$ cat config.mk
export PLATFORM = sky130hd
export DESIGN_NAME = puws_cell
export DESIGN_NICKNAME = d
export VERILOG_FILES = /design/src/design/puws_pkg.sv /design/src/design/puws_cell.sv
export SDC_FILE = /design/constraint.sdc
export NUM_CORES = 1
export LEC_CHECK = 0
export BUFFER_PORTS_ARGS = -buffer_cell sky130_fd_sc_hd__buf_4
export CAP_MARGIN = 40
export CORE_ASPECT_RATIO = 0.9
export CORE_MARGIN = 2
export CORE_UTILIZATION = 53
export DETAILED_ROUTE_END_ITERATION = 16
export PLACE_DENSITY_LB_ADDON = 0.2
export SKIP_CTS_REPAIR_TIMING = 1
export SYNTH_ARGS = -nofsm -noshare
export SYNTH_HDL_FRONTEND = slang
export SYNTH_SLANG_ARGS = --single-unit
$ cat constraint.sdc
create_clock -name clk -period 5.8 [get_ports clk]
set_input_delay 1.45 -clock clk [delete_from_list [all_inputs] [get_ports clk]]
set_output_delay 1.45 -clock clk [all_outputs]
set_load 0.02 [all_outputs]
$ cat src/design/puws_pkg.sv
// Package for the priority unit work scheduler.
// It holds the command codes, the field widths and the beat that runs down the chain of slot cells.
// It depends on nothing else.
package puws_pkg;

    localparam int PRIO_W = 16;
    localparam int WORK_W = 16;
    localparam int COST_W = 48;
    localparam int PROD_W = PRIO_W + WORK_W;

    localparam logic [1:0] CMD_ARRIVE = 2'd0;
    localparam logic [1:0] CMD_TICK   = 2'd1;
    localparam logic [1:0] CMD_FINISH = 2'd2;

    typedef struct packed {
        logic              active;
        logic [1:0]        cmd;
        logic [PRIO_W-1:0] prio;
        logic [WORK_W-1:0] work;
        logic              found;
        logic [PRIO_W-1:0] best_prio;
        logic [WORK_W-1:0] best_rem;
        logic [COST_W-1:0] sum;
    } puws_token_t;

    typedef struct packed {
        logic              accepted;
        logic              table_full;
        logic              served_valid;
        logic [PRIO_W-1:0] served_priority;
        logic              served_done;
        logic [COST_W-1:0] residual_cost;
        logic              cost_valid;
    } puws_result_t;

endpackage

$ cat src/design/puws_cell.sv
// One slot of the scheduler table and one stage of the command chain.
// It depends on puws_pkg and is instantiated once per slot by the top level.
module puws_cell
    import puws_pkg::*;
#(
    parameter int IDX_W = 6,
    parameter int INDEX = 0
)
(
    input  logic              clk,
    input  logic              rst_n,
    input  puws_token_t       tok_in,
    input  logic [IDX_W-1:0]  idx_in,
    input  logic              commit_en,
    input  logic [IDX_W-1:0]  commit_idx,
    output puws_token_t       tok_out,
    output logic [IDX_W-1:0]  idx_out
);

    logic              valid_reg;
    logic              valid_next;
    logic [PRIO_W-1:0] prio_reg;
    logic [PRIO_W-1:0] prio_next;
    logic [WORK_W-1:0] rem_reg;
    logic [WORK_W-1:0] rem_next;
    puws_token_t       tok_reg;
    puws_token_t       tok_next;
    logic [IDX_W-1:0]  idx_reg;
    logic [IDX_W-1:0]  idx_next;
    logic [PROD_W-1:0] product;
    logic [COST_W:0]   total;
    logic              selected;

    assign product  = PROD_W'(prio_reg) * PROD_W'(rem_reg);
    assign total    = {1'b0, tok_in.sum} + (COST_W + 1)'(product);
    assign selected = commit_en && (commit_idx == IDX_W'(INDEX));

    always_comb
    begin
        valid_next = valid_reg;
        prio_next  = prio_reg;
        rem_next   = rem_reg;
        tok_next   = tok_in;
        idx_next   = idx_in;
        if (tok_in.active)
        begin
            case (tok_in.cmd)
                CMD_ARRIVE:
                begin
                    if (!valid_reg && !tok_in.found)
                    begin
                        valid_next     = 1'b1;
                        prio_next      = tok_in.prio;
                        rem_next       = tok_in.work;
                        tok_next.found = 1'b1;
                    end
                end
                CMD_TICK:
                begin
                    if (valid_reg && (!tok_in.found || prio_reg > tok_in.best_prio))
                    begin
                        tok_next.found     = 1'b1;
                        tok_next.best_prio = prio_reg;
                        tok_next.best_rem  = rem_reg;
                        idx_next           = IDX_W'(INDEX);
                    end
                end
                CMD_FINISH:
                begin
                    if (valid_reg)
                    begin
                        tok_next.sum = total[COST_W] ? {COST_W{1'b1}} : total[COST_W-1:0];
                    end
                    valid_next = 1'b0;
                end
                default:
                begin
                end
            endcase
        end
        if (selected)
        begin
            if (rem_reg > WORK_W'(1))
            begin
                rem_next = rem_reg - WORK_W'(1);
            end
            else
            begin
                valid_next = 1'b0;
            end
        end
    end

    always_ff @(posedge clk or negedge rst_n)
    begin
        if (!rst_n)
        begin
            valid_reg <= 1'b0;
            tok_reg   <= '0;
            idx_reg   <= '0;
        end
        else
        begin
            valid_reg <= valid_next;
            tok_reg   <= tok_next;
            idx_reg   <= idx_next;
        end
    end

    always_ff @(posedge clk)
    begin
        prio_reg <= prio_next;
        rem_reg  <= rem_next;
    end

    assign tok_out = tok_reg;
    assign idx_out = idx_reg;

endmodule

* Yosys cells after proc, flatten, opt, wreduce, memory -nomap -nowiden
Index checks and enable logic that the tools add are counted.
** Word-level totals
- Flip-flop bits (word level) :: 155
- Logic and storage cells :: 49
- Output and inout bits :: 122
- Input port bits :: 131
- Bits in latches :: 0
- Memory bits (writable) :: 0
- Memories kept :: 0
- Memory bits (read-only) :: 0
** Operators by class
- Magnitude comparators :: 2
- Multipliers :: 1
- Multiplexer cells :: 21
- Add/sub/neg operators :: 2
- Div/mod/pow operators :: 0
- Bitwise operators :: 0
- Reductions and logical operators :: 9
- Shift operators :: 0
- Equality and inequality tests :: 2
** Operators with widths (count)
- 48-bit 2-to-1 mux :: 3
- 81-bit 2-to-1 mux :: 1
- 16-bit 2-to-1 mux :: 5
- 48-bit by 32-bit adder with 49-bit output :: 1
- 33-bit 2-to-1 mux :: 1
- 16-bit by 16-bit multiplier with 32-bit output :: 1
- 32-bit 2-to-1 mux :: 1
- 6-bit 2-to-1 mux :: 3
- 16-bit by 1-bit greater-than comparator with 1-bit output (second input constant) :: 1
- 16-bit greater-than comparator :: 1
- 16-bit by 1-bit subtractor with 16-bit output (second input constant) :: 1
- 6-bit logical NOT :: 1
- 1-bit 2-to-1 mux :: 5
- 1-bit one-hot mux with 2 select lines :: 2
- 1-bit logical AND :: 3
- 3-bit AND reduction :: 1
- 2-bit by 1-bit == test with 1-bit output (second input constant) :: 1
- 2-bit == test (second input constant) :: 1
- 1-bit logical NOT :: 2
- 2-bit logical NOT :: 1
- 1-bit logical OR :: 1

* Longest topological paths before layout
Gate-level depths: netlist of run 1.
- Depth in word-level cells :: 7
- Mapped depth :: 27
- Depth with buffers taken out :: 23

* Worst setup path after synthesis of run 1
No wires, ideal clock.
- Kind :: register to register
- Start point :: register rem_reg[8]
- End point :: register tok_reg, in the netlist tok_out[19]
- Stages on the path, launching flop included :: 25
- Required time :: 5.671 ns
- Setup slack :: -0.517 ns
- Clock period less this slack :: 6.317 ns
- Arrival :: 6.187 ns
- Cells stage by stage :: dfxtp_1 clkbuf_1 clkbuf_1 nand2_1 fa_1 inv_1 fa_1 fa_1 fa_1 fa_1 inv_1 fa_1 inv_1 ha_1 a21o_1 o21bai_1 a221oi_1 o21bai_1 a41o_4 a41o_1 and3_1 buf_6 buf_6 o21ai_1 o21ai_1
** RTL lines
- start, declared :: RTL line puws_cell.sv:24 : logic [WORK_W-1:0] rem_reg;
- start signal, assigned :: RTL line puws_cell.sv:113 : rem_reg <= rem_next;
- end signal, assigned :: RTL line puws_cell.sv:105 : tok_reg <= tok_next;
- end, declared :: RTL line puws_cell.sv:26 : puws_token_t tok_reg;

==> results.ini, run 1 <==
[placed_design]
post-dp-hpwl_mm=33.93
port_buffers=252
gp_congestion=0.9072
pre_cts_ws_ns=-0.3885

[grt]
grt_pass1_wl_mm=68.61
grt_max_degree=73
gr-usage-all-layers_pct=27.60
grt-ovfl-total=0
grt_pass1_vias=13722
antenna_found_initial=0

[synthesis]
syn_nets=2185
synth_top_cell_by_area=fa_1
synth.most_common_cell=inv_1
synth-compound-area-share_pct=8.347
ys_seq_area_share_pct=24.21
synth_top_family_by_area=adder cells
ys_async_sr_fraction_pct=79.35
synth_seq_cells=155
synth-edff-count=16
synth_xor_area_share_pct=1.640
synth_cell_types=63
syn_avg_cell_area_sq_um=9.426
synthCells=1700
synth.top_cell.area_share_pct=28.23
synthAdderAreaFrac_pct=38.23
synth-simple-area-share_pct=14.43
synth_area_leaders=fa_1 28%, dfrtp_1 19%, ha_1 10%
ys.flop_type=dfrtp_1
syn_area_sq_um=16020
synth_common_cells=366 x inv_1, 226 x fa_1, 199 x nand2_1, 128 x ha_1, 123 x dfrtp_1
synth_warnings=0
synth_mux_area_share_pct=2.803

[layout]
largest_reg_flops=116
fill_cells=2324
register_area_sq_um=3895
nets=2571
diodes=0
drive_above_1_share_pct=28.97
multi_input_area_sq_um=10950
area_delta_synth_final_pct=29.98

[die]
die-width_microns=187.3
dieHeight_microns=169.0
num_rows=60
initial_core_util_pct=53.77
core_sq_um=29800
io-pin-count=253
dieArea_sq_um=31640

[run]
cap_violations=0

[detailed_routing]
via_per_inst=5.243
first_iter_violations=849
vias=13117
drt-pass1-iter-count=6
drc=0
final_antenna_net_count=0
finalWirelength_mm=42.81
wire_per_inst_microns=17.11

[timing]
period_needed_ns=6.206
setup_violations=48
hold_viol=0
fin_crit_sh_pct=107.0
max_freq_ghz=0.1611
rsz0062_at_grt=yes
finClkSkew_ns=0.01709
slew_violations=0
hold_slack_ns=0.6375
relSlewSlack_pct=42.73
worst_pin_slew_ns=0.8513
setup_slack_ns=-0.4060

[worst_setup_path]
critPathRequiredTime_ns=6.12
end_kind=flip-flop
start_kind=flip-flop
criticalPathCategory=reg2reg
path_max_fanout=7
crit_arrival_ns=6.53

[clock_tree]
max-clock-path-buffers=2
cts_buffers=17
cts_tree=done
clk_pin_slew_ns=0.07
htree_levels=4
clk_latency_ns=0.45
cts.sinks=155
cts_root_buf=clkbuf_16

[run_status]
status=complete, but fails checks
violations=negative setup slack

[hold_path]
hold_path.class=reg2reg

==> critical path, cell delays in order (launching register included) <==
cell and delay [ns]:
edfxtp_1 0.39, buf_4 0.19, buf_6 0.14, and2_1 0.15
fa_1 0.53, inv_1 0.05, fa_1 0.39, fa_1 0.43
inv_1 0.08, fa_1 0.44, fa_1 0.56, inv_2 0.05
fa_1 0.49, inv_2 0.05, ha_4 0.27, nand2_2 0.05
or3_1 0.36, a21o_1 0.21, a21oi_2 0.17, o211a_1 0.20
o21ai_2 0.08, a21oi_4 0.27, nand4_1 0.15, mux2_1 0.38
==> final timing paths <==
kind                       slack [ns]  cells past startpoint   startpoint            to
hold reg to reg                  0.64                      2  prio_reg[4]   tok_out[68]
setup reg to reg                -0.41                     23  prio_reg[5]   tok_out[47]
hold / removal                   0.64                      2  prio_reg[4]   tok_out[68]
min in group asynchronous        1.02                      1        rst_n    tok_out[6]
max in group asynchronous        3.64                      2        rst_n  tok_out[104]
setup / recovery                -0.41                     23  prio_reg[5]   tok_out[47]
==> area by class of cell <==
class,count,area share (%)
multi-input cells,1110,52.59
flip-flops and latches,155,18.70
repair buffers,436,16.91
inverters,366,6.596
well taps,403,2.421
clock buffers,18,2.061
clock inverters,14,0.7209
==> stage by stage <==
step           instances  cell area (sq um)  TNS, ns  utilization (%)
6_report            2502              20830   -12.13            69.88
4_1_cts             2488              20330   -14.56            68.22
5_1_grt             2502              20830   -20.92            69.88
3_5_place_dp        2456              19750   -13.13            66.27
3_3_place_gp        2455              19740   -9.464            66.22
2_1_floorplan       1700              16410  -0.1612                -
==> metal layers <==
layer | part of all wire [%] | global-route usage [%]
met1 | 40 | 35.11
met2 | 52 | 48.31
met3 | 5.7 | 4.665
met4 | 2.5 | 8.937
met5 | 0 | 0
==> layout by cell type (no fill, tap or decap), drive strengths merged, types with 9 or more instances in the layout <==
cell type	instances
mux2	39
xor2	12
edfxtp	16
a21oi	55
fa	226
xnor2	18
nor4	9
dfrtp	123
nor2	59
inv	375
nor3	10
ha	128
clkbuf	20
a31oi	15
dfxtp	16
o21ai	72
nand2	199
nor2b	15
nand3	23
nand4	11
and3	10
buf	434
a21o	19
and2	121
==> kinds of logic after synthesis <==
| group | count (synthesis) |
|---|---|
| XOR/XNOR | 30 |
| multiplexers | 40 |
| flip-flops | 155 |
| AO/OA/AOI/OAI | 211 |
| buffers and inverters | 435 |
| adder cells (fa/ha/maj) | 354 |
| AND/OR/NAND/NOR | 475 |
Power of run 1 is left out: the tool's default activity adds up to more than one toggle a clock period on the data nets, which glitch-free logic cannot reach.
==> run 2, diff against run 1 <==
- SETUP_SLACK_MARGIN: not set -> 0.5
==> results.ini, run 2 (synthesis results as in run 1) <==
[grt]
grt-ovfl-total=0  ; unchanged
grt_max_degree=86  ; was 73
antenna_found_initial=0  ; unchanged
grt_pass1_wl_mm=69.09  ; was 68.61 mm
grt_pass1_vias=13984  ; was 13722
gr-usage-all-layers_pct=27.71  ; was 27.60%

[hold_path]
hold_path_end=tok_out[68]  ; unchanged
hold_path.class=reg2reg  ; unchanged
hold_depth=2  ; unchanged
hp-start=prio_reg[4]  ; unchanged

[timing]
setup_slack_ns=-0.4308  ; was -0.4060 ns
slew_violations=0  ; unchanged
finClkSkew_ns=0.01196  ; was 0.01709 ns
max_freq_ghz=0.1605  ; was 0.1611 GHz
worst_pin_slew_ns=0.9030  ; was 0.8513 ns
hold_viol=0  ; unchanged
relSlewSlack_pct=39.74  ; was 42.73%
setup_violations=42  ; was 48
period_needed_ns=6.231  ; was 6.206 ns
fin_crit_sh_pct=107.4  ; was 107.0%
rsz0062_at_grt=yes  ; unchanged
totalNegativeSetupSlack_ns=-6.796  ; was -12.13 ns
hold_slack_ns=0.6251  ; was 0.6375 ns

[detailed_routing]
wire_per_inst_microns=17.00  ; was 17.11 microns
finalWirelength_mm=42.66  ; was 42.81 mm
met3WireLength_mm=2.502  ; was 2.458 mm
met2WireLength_mm=22.45  ; was 22.32 mm
first_iter_violations=875  ; was 849
highest_layer=met4  ; unchanged
final_antenna_net_count=0  ; unchanged
drt-pass1-iter-count=5  ; was 6
drc=0  ; unchanged
vias=13096  ; was 13117
via_per_inst=5.218  ; was 5.243
met1Wirelength_mm=16.76  ; was 16.97 mm

[clock_tree]
cts_root_buf=clkbuf_16  ; unchanged
clk_latency_ns=0.46  ; was 0.45 ns
cts.sinks=155  ; unchanged
cts_tree=done  ; unchanged
cts_buffers=17  ; unchanged
htree_levels=4  ; unchanged
max-clock-path-buffers=2  ; unchanged
clk_pin_slew_ns=0.07  ; about the same

[layout]
area_delta_synth_final_pct=29.55  ; was 29.98%
nets=2579  ; was 2571
layout_common_cells=424 x buf_4, 360 x inv_1, 213 x fa_1  ; was 408 x buf_4, 360 x inv_1, 218 x fa_1
final_core_util_pct=69.65  ; was 69.88%
mostFrequentLayoutCell=buf_4  ; unchanged
largest_reg_flops=116  ; unchanged
fill_cells=2314  ; was 2324
diodes=0  ; unchanged
multi_input_area_sq_um=10870  ; was 10950 sq um
drive_above_1_share_pct=28.48  ; was 28.97%
register_area_sq_um=3887  ; was 3895 sq um

[worst_setup_path]
crit_path_frequent_cell=fa_1  ; unchanged
r2r_end=tok_out[47]  ; unchanged
r2r_cells=22  ; was 23
max_stage_delay_ns=0.53  ; was 0.56 ns
r2r_setup_slack_ns=-0.43  ; was -0.41 ns
critPathRequiredTime_ns=6.14  ; was 6.12 ns
rr_startpoint=prio_reg[10]  ; was prio_reg[5]
criticalPathCategory=reg2reg  ; unchanged
crit_slowest_cell=fa_1  ; unchanged
path_max_fanout=16  ; was 7
end_kind=flip-flop  ; unchanged
start_kind=flip-flop  ; unchanged
crit_arrival_ns=6.57  ; was 6.53 ns
cp-startpoint=prio_reg[10]  ; was prio_reg[5]
path_cells=buf_12 -> and2_1 -> fa_1 -> inv_1 -> fa_1 -> fa_1 -> inv_1 -> fa_1 -> fa_1 -> inv_1 -> fa_1 -> inv_1 -> ha_4 -> nand2_1 -> or3_1 -> a21o_1 -> a21oi_2 -> o211a_1 -> o21ai_2 -> a21oi_4 -> nand4_1 -> mux2_4  ; was buf_4 -> buf_6 -> and2_1 -> fa_1 -> inv_1 -> fa_1 -> fa_1 -> inv_1 -> fa_1 -> fa_1 -> inv_2 -> fa_1 -> inv_2 -> ha_4 -> nand2_2 -> or3_1 -> a21o_1 -> a21oi_2 -> o211a_1 -> o21ai_2 -> a21oi_4 -> nand4_1 -> mux2_1

[die]
io-pin-count=253  ; unchanged
num_rows=60  ; unchanged
dieArea_sq_um=31640  ; unchanged
dieHeight_microns=169.0  ; unchanged
initial_core_util_pct=53.77  ; unchanged
core_sq_um=29800  ; unchanged
die-width_microns=187.3  ; unchanged

[placed_design]
port_buffers=252  ; unchanged
post-dp-hpwl_mm=34.35  ; was 33.93 mm
gp_congestion=0.9275  ; was 0.9072

[run_status]
status=complete, but fails checks  ; unchanged
violations=negative setup slack  ; unchanged

[run]
cap_violations=0  ; unchanged

==> run 2: cell types whose count changed in the layout (fill, tap and decap cells not counted), moves of 4 or more <==
cell | before | now
a31oi_1 | 10 | 14
buf_4 | 408 | 424
buf_6 | 11 | 5
clkinv_8 | 1 | 5
fa_1 | 218 | 213
fa_2 | 8 | 13
ha_1 | 120 | 116
o21ai_1 | 20 | 35
o21ai_2 | 19 | 4
==> run 2: layout make-up <==
class	count	share of cell area, %
sequential	155	18.73
clock buffer	17	2.049
clock inverter	15	0.8257
multi-input combinational	1110	52.35
timing repair buffer	444	17.00
tap	403	2.429
inverter	366	6.618
==> run 2: routing by layer <==
layer	global-route usage (%)	vias up
met3	4.375	58
met5	0	-
li1	-	6060
met4	8.109	0
met1	34.54	6525
met2	49.94	453
==> run 2: metrics by stage <==
step | worst slack [ns] | area, sq um | std cells
after floorplan | -0.03165 | 16440 | 1700
final | -0.4308 | 20760 | 2510
after global routing | -0.5967 | 20760 | 2510
after CTS | -0.4920 | 20390 | 2491
after detailed placement | -0.4180 | 19790 | 2459
after global placement | -0.3311 | 19790 | 2459
==> run 2: critical path, delay by kind of cell (launching register included) <==
family	cells	cell delay (ns)
adders and majority gates	7	3.32
buffers and inverters	5	0.40
muxes	1	0.34
AOI/OAI and AO/OA	5	0.98
DFF	1	0.42
and+or+nand+nor	4	0.68
==> run 2: worst max-delay path by stage <==
stage	to	depth (start not counted)
3_5_place_dp	tok_out[45]	21
4_1_cts	tok_out[45]	21
2_1_floorplan	tok_out[14]	24
6_report	tok_out[47]	22
5_1_grt	tok_out[47]	22
3_3_place_gp	tok_out[45]	21
Power of run 2 is left out for the same reason.
==> run 3, diff against run 2 <==
==> constraint.sdc (replaced) <==
create_clock -name clk -period 5.8 [get_ports clk]
set_input_delay 0.29 -clock clk [delete_from_list [all_inputs] [get_ports clk]]
set_output_delay 0.29 -clock clk [all_outputs]
set_load 0.02 [all_outputs]
==> results.ini, run 3 (synthesis results as in run 1) <==
[timing]
setup_violations=48  ; was 42
max_freq_ghz=0.1633  ; was 0.1605 GHz
fin_crit_sh_pct=105.6  ; was 107.4%
finClkSkew_ns=0.01353  ; was 0.01196 ns
relSlewSlack_pct=44.32  ; was 39.74%
period_needed_ns=6.123  ; was 6.231 ns
hold_slack_ns=0.04478  ; was 0.6251 ns
rsz0062_at_grt=yes  ; unchanged
setup_slack_ns=-0.3227  ; was -0.4308 ns
worst_pin_slew_ns=0.8352  ; was 0.9030 ns
slew_violations=0  ; unchanged
hold_viol=0  ; unchanged

[detailed_routing]
vias=13258  ; was 13096
first_iter_violations=755  ; was 875
drt-pass1-iter-count=7  ; was 5
final_antenna_net_count=0  ; unchanged
wire_per_inst_microns=16.77  ; was 17.00 microns
finalWirelength_mm=42.41  ; was 42.66 mm
via_per_inst=5.242  ; was 5.218
drc=0  ; unchanged

[die]
die-width_microns=187.3  ; unchanged
io-pin-count=253  ; unchanged
dieHeight_microns=169.0  ; unchanged
num_rows=60  ; unchanged
dieArea_sq_um=31640  ; unchanged
core_sq_um=29800  ; unchanged
initial_core_util_pct=53.77  ; unchanged

[layout]
drive_above_1_share_pct=26.62  ; was 28.48%
largest_reg_flops=116  ; unchanged
diodes=0  ; unchanged
layout_common_cells=407 x buf_4, 363 x inv_1, 217 x fa_1  ; was 424 x buf_4, 360 x inv_1, 213 x fa_1
fill_cells=2310  ; was 2314
final_core_util_pct=70.23  ; was 69.65%
area_delta_synth_final_pct=30.62  ; was 29.55%
nets=2598  ; was 2579
register_area_sq_um=3889  ; was 3887 sq um
multi_input_area_sq_um=10800  ; was 10870 sq um
mostFrequentLayoutCell=buf_4  ; unchanged

[clock_tree]
cts_tree=done  ; unchanged
max-clock-path-buffers=2  ; unchanged
htree_levels=4  ; unchanged
cts_buffers=17  ; unchanged
cts_root_buf=clkbuf_16  ; unchanged
clk_latency_ns=0.45  ; was 0.46 ns
clk_pin_slew_ns=0.08  ; was 0.07 ns
cts.sinks=155  ; unchanged

[run_status]
violations=negative setup slack  ; unchanged
status=complete, but fails checks  ; unchanged

[worst_setup_path]
start_kind=flip-flop  ; unchanged
end_kind=flip-flop  ; unchanged
criticalPathCategory=reg2reg  ; unchanged
path_max_fanout=9  ; was 16
critPathRequiredTime_ns=6.14  ; about the same
crit_arrival_ns=6.46  ; was 6.57 ns

[grt]
grt_pass1_vias=13660  ; was 13984
antenna_found_initial=0  ; unchanged
grt_pass1_wl_mm=68.00  ; was 69.09 mm
grt_max_degree=68  ; was 86
gr-usage-all-layers_pct=27.34  ; was 27.71%
grt-ovfl-total=0  ; unchanged

[placed_design]
port_buffers=252  ; unchanged
post-dp-hpwl_mm=33.82  ; was 34.35 mm
gp_congestion=0.9007  ; was 0.9275

[hold_path]
hold_path.class=in2reg  ; was reg2reg

[run]
cap_violations=0  ; unchanged

run 3: cell types whose count changed in the layout (fill, tap and decap cells not counted), sizes merged:
| cell | previous run | this run |
|---|---|---|
| clkbuf | 18 | 17 |
| buf | 443 | 427 |
| clkinvlp | 2 | 0 |
| clkinv | 5 | 7 |
| dlygate4sd3 | 0 | 36 |
run 3: cell type report:
| class | count | share of cell area (%) |
|---|---|---|
| Clock inverter | 15 | 0.8250 |
| Inverter | 366 | 6.564 |
| Clock buffer | 17 | 2.033 |
| Multi-Input combinational cell | 1110 | 51.59 |
| Tap cell | 403 | 2.409 |
| Sequential cell | 155 | 18.58 |
| Timing Repair Buffer | 463 | 18.00 |
run 3: per-layer routing:
metal	vias to the layer above	routed length, microns	GRT usage (%)
li1	6104	-	-
met1	6607	16700	34.34
met2	451	21820	47.28
met3	96	2417	4.665
met4	0	1474	11.01
met5	-	0	0
run 3: per-stage QoR:
step	instances	setup TNS (ns)	setup WS (ns)	cell area (sq um)
final	2529	-8.772	-0.3227	20930
after global routing	2529	-17.74	-0.5247	20930
after CTS	2487	-17.89	-0.4902	20390
after detailed placement	2455	-15.67	-0.4127	19790
after global placement	2453	-11.24	-0.3067	19760
after floorplan	1700	-0.2479	-0.03165	16440
run 3: path summary, 6_finish.rpt:
check	slack, ns	from	endpoint	cells after the start
worst max register to register	-0.32	prio_reg[5]	tok_out[47]	22
worst max-delay path	-0.32	prio_reg[5]	tok_out[47]	22
worst min register to register	0.62	prio_reg[4]	tok_out[68]	2
worst min-delay path	0.04	tok_in[36]	tok_out[36]	2
max in group asynchronous	4.16	rst_n	tok_out[104]	3
min in group asynchronous	0.38	rst_n	tok_out[8]	2
run 3: critical path: stages, from the launching register on:
cell and delay (ns):
edfxtp_1 0.49, buf_6 0.19, and2_1 0.14, fa_1 0.47, inv_1 0.05, fa_1 0.49
fa_1 0.43, fa_1 0.49, inv_1 0.05, fa_1 0.47, inv_1 0.05, fa_1 0.47
inv_1 0.06, ha_4 0.27, nand2_1 0.07, or3_1 0.37, a21o_1 0.21, a21oi_2 0.17
o211a_1 0.21, o21ai_2 0.08, a21oi_4 0.26, nand4_1 0.15, mux2_4 0.35
Power of run 3 is left out for the same reason.
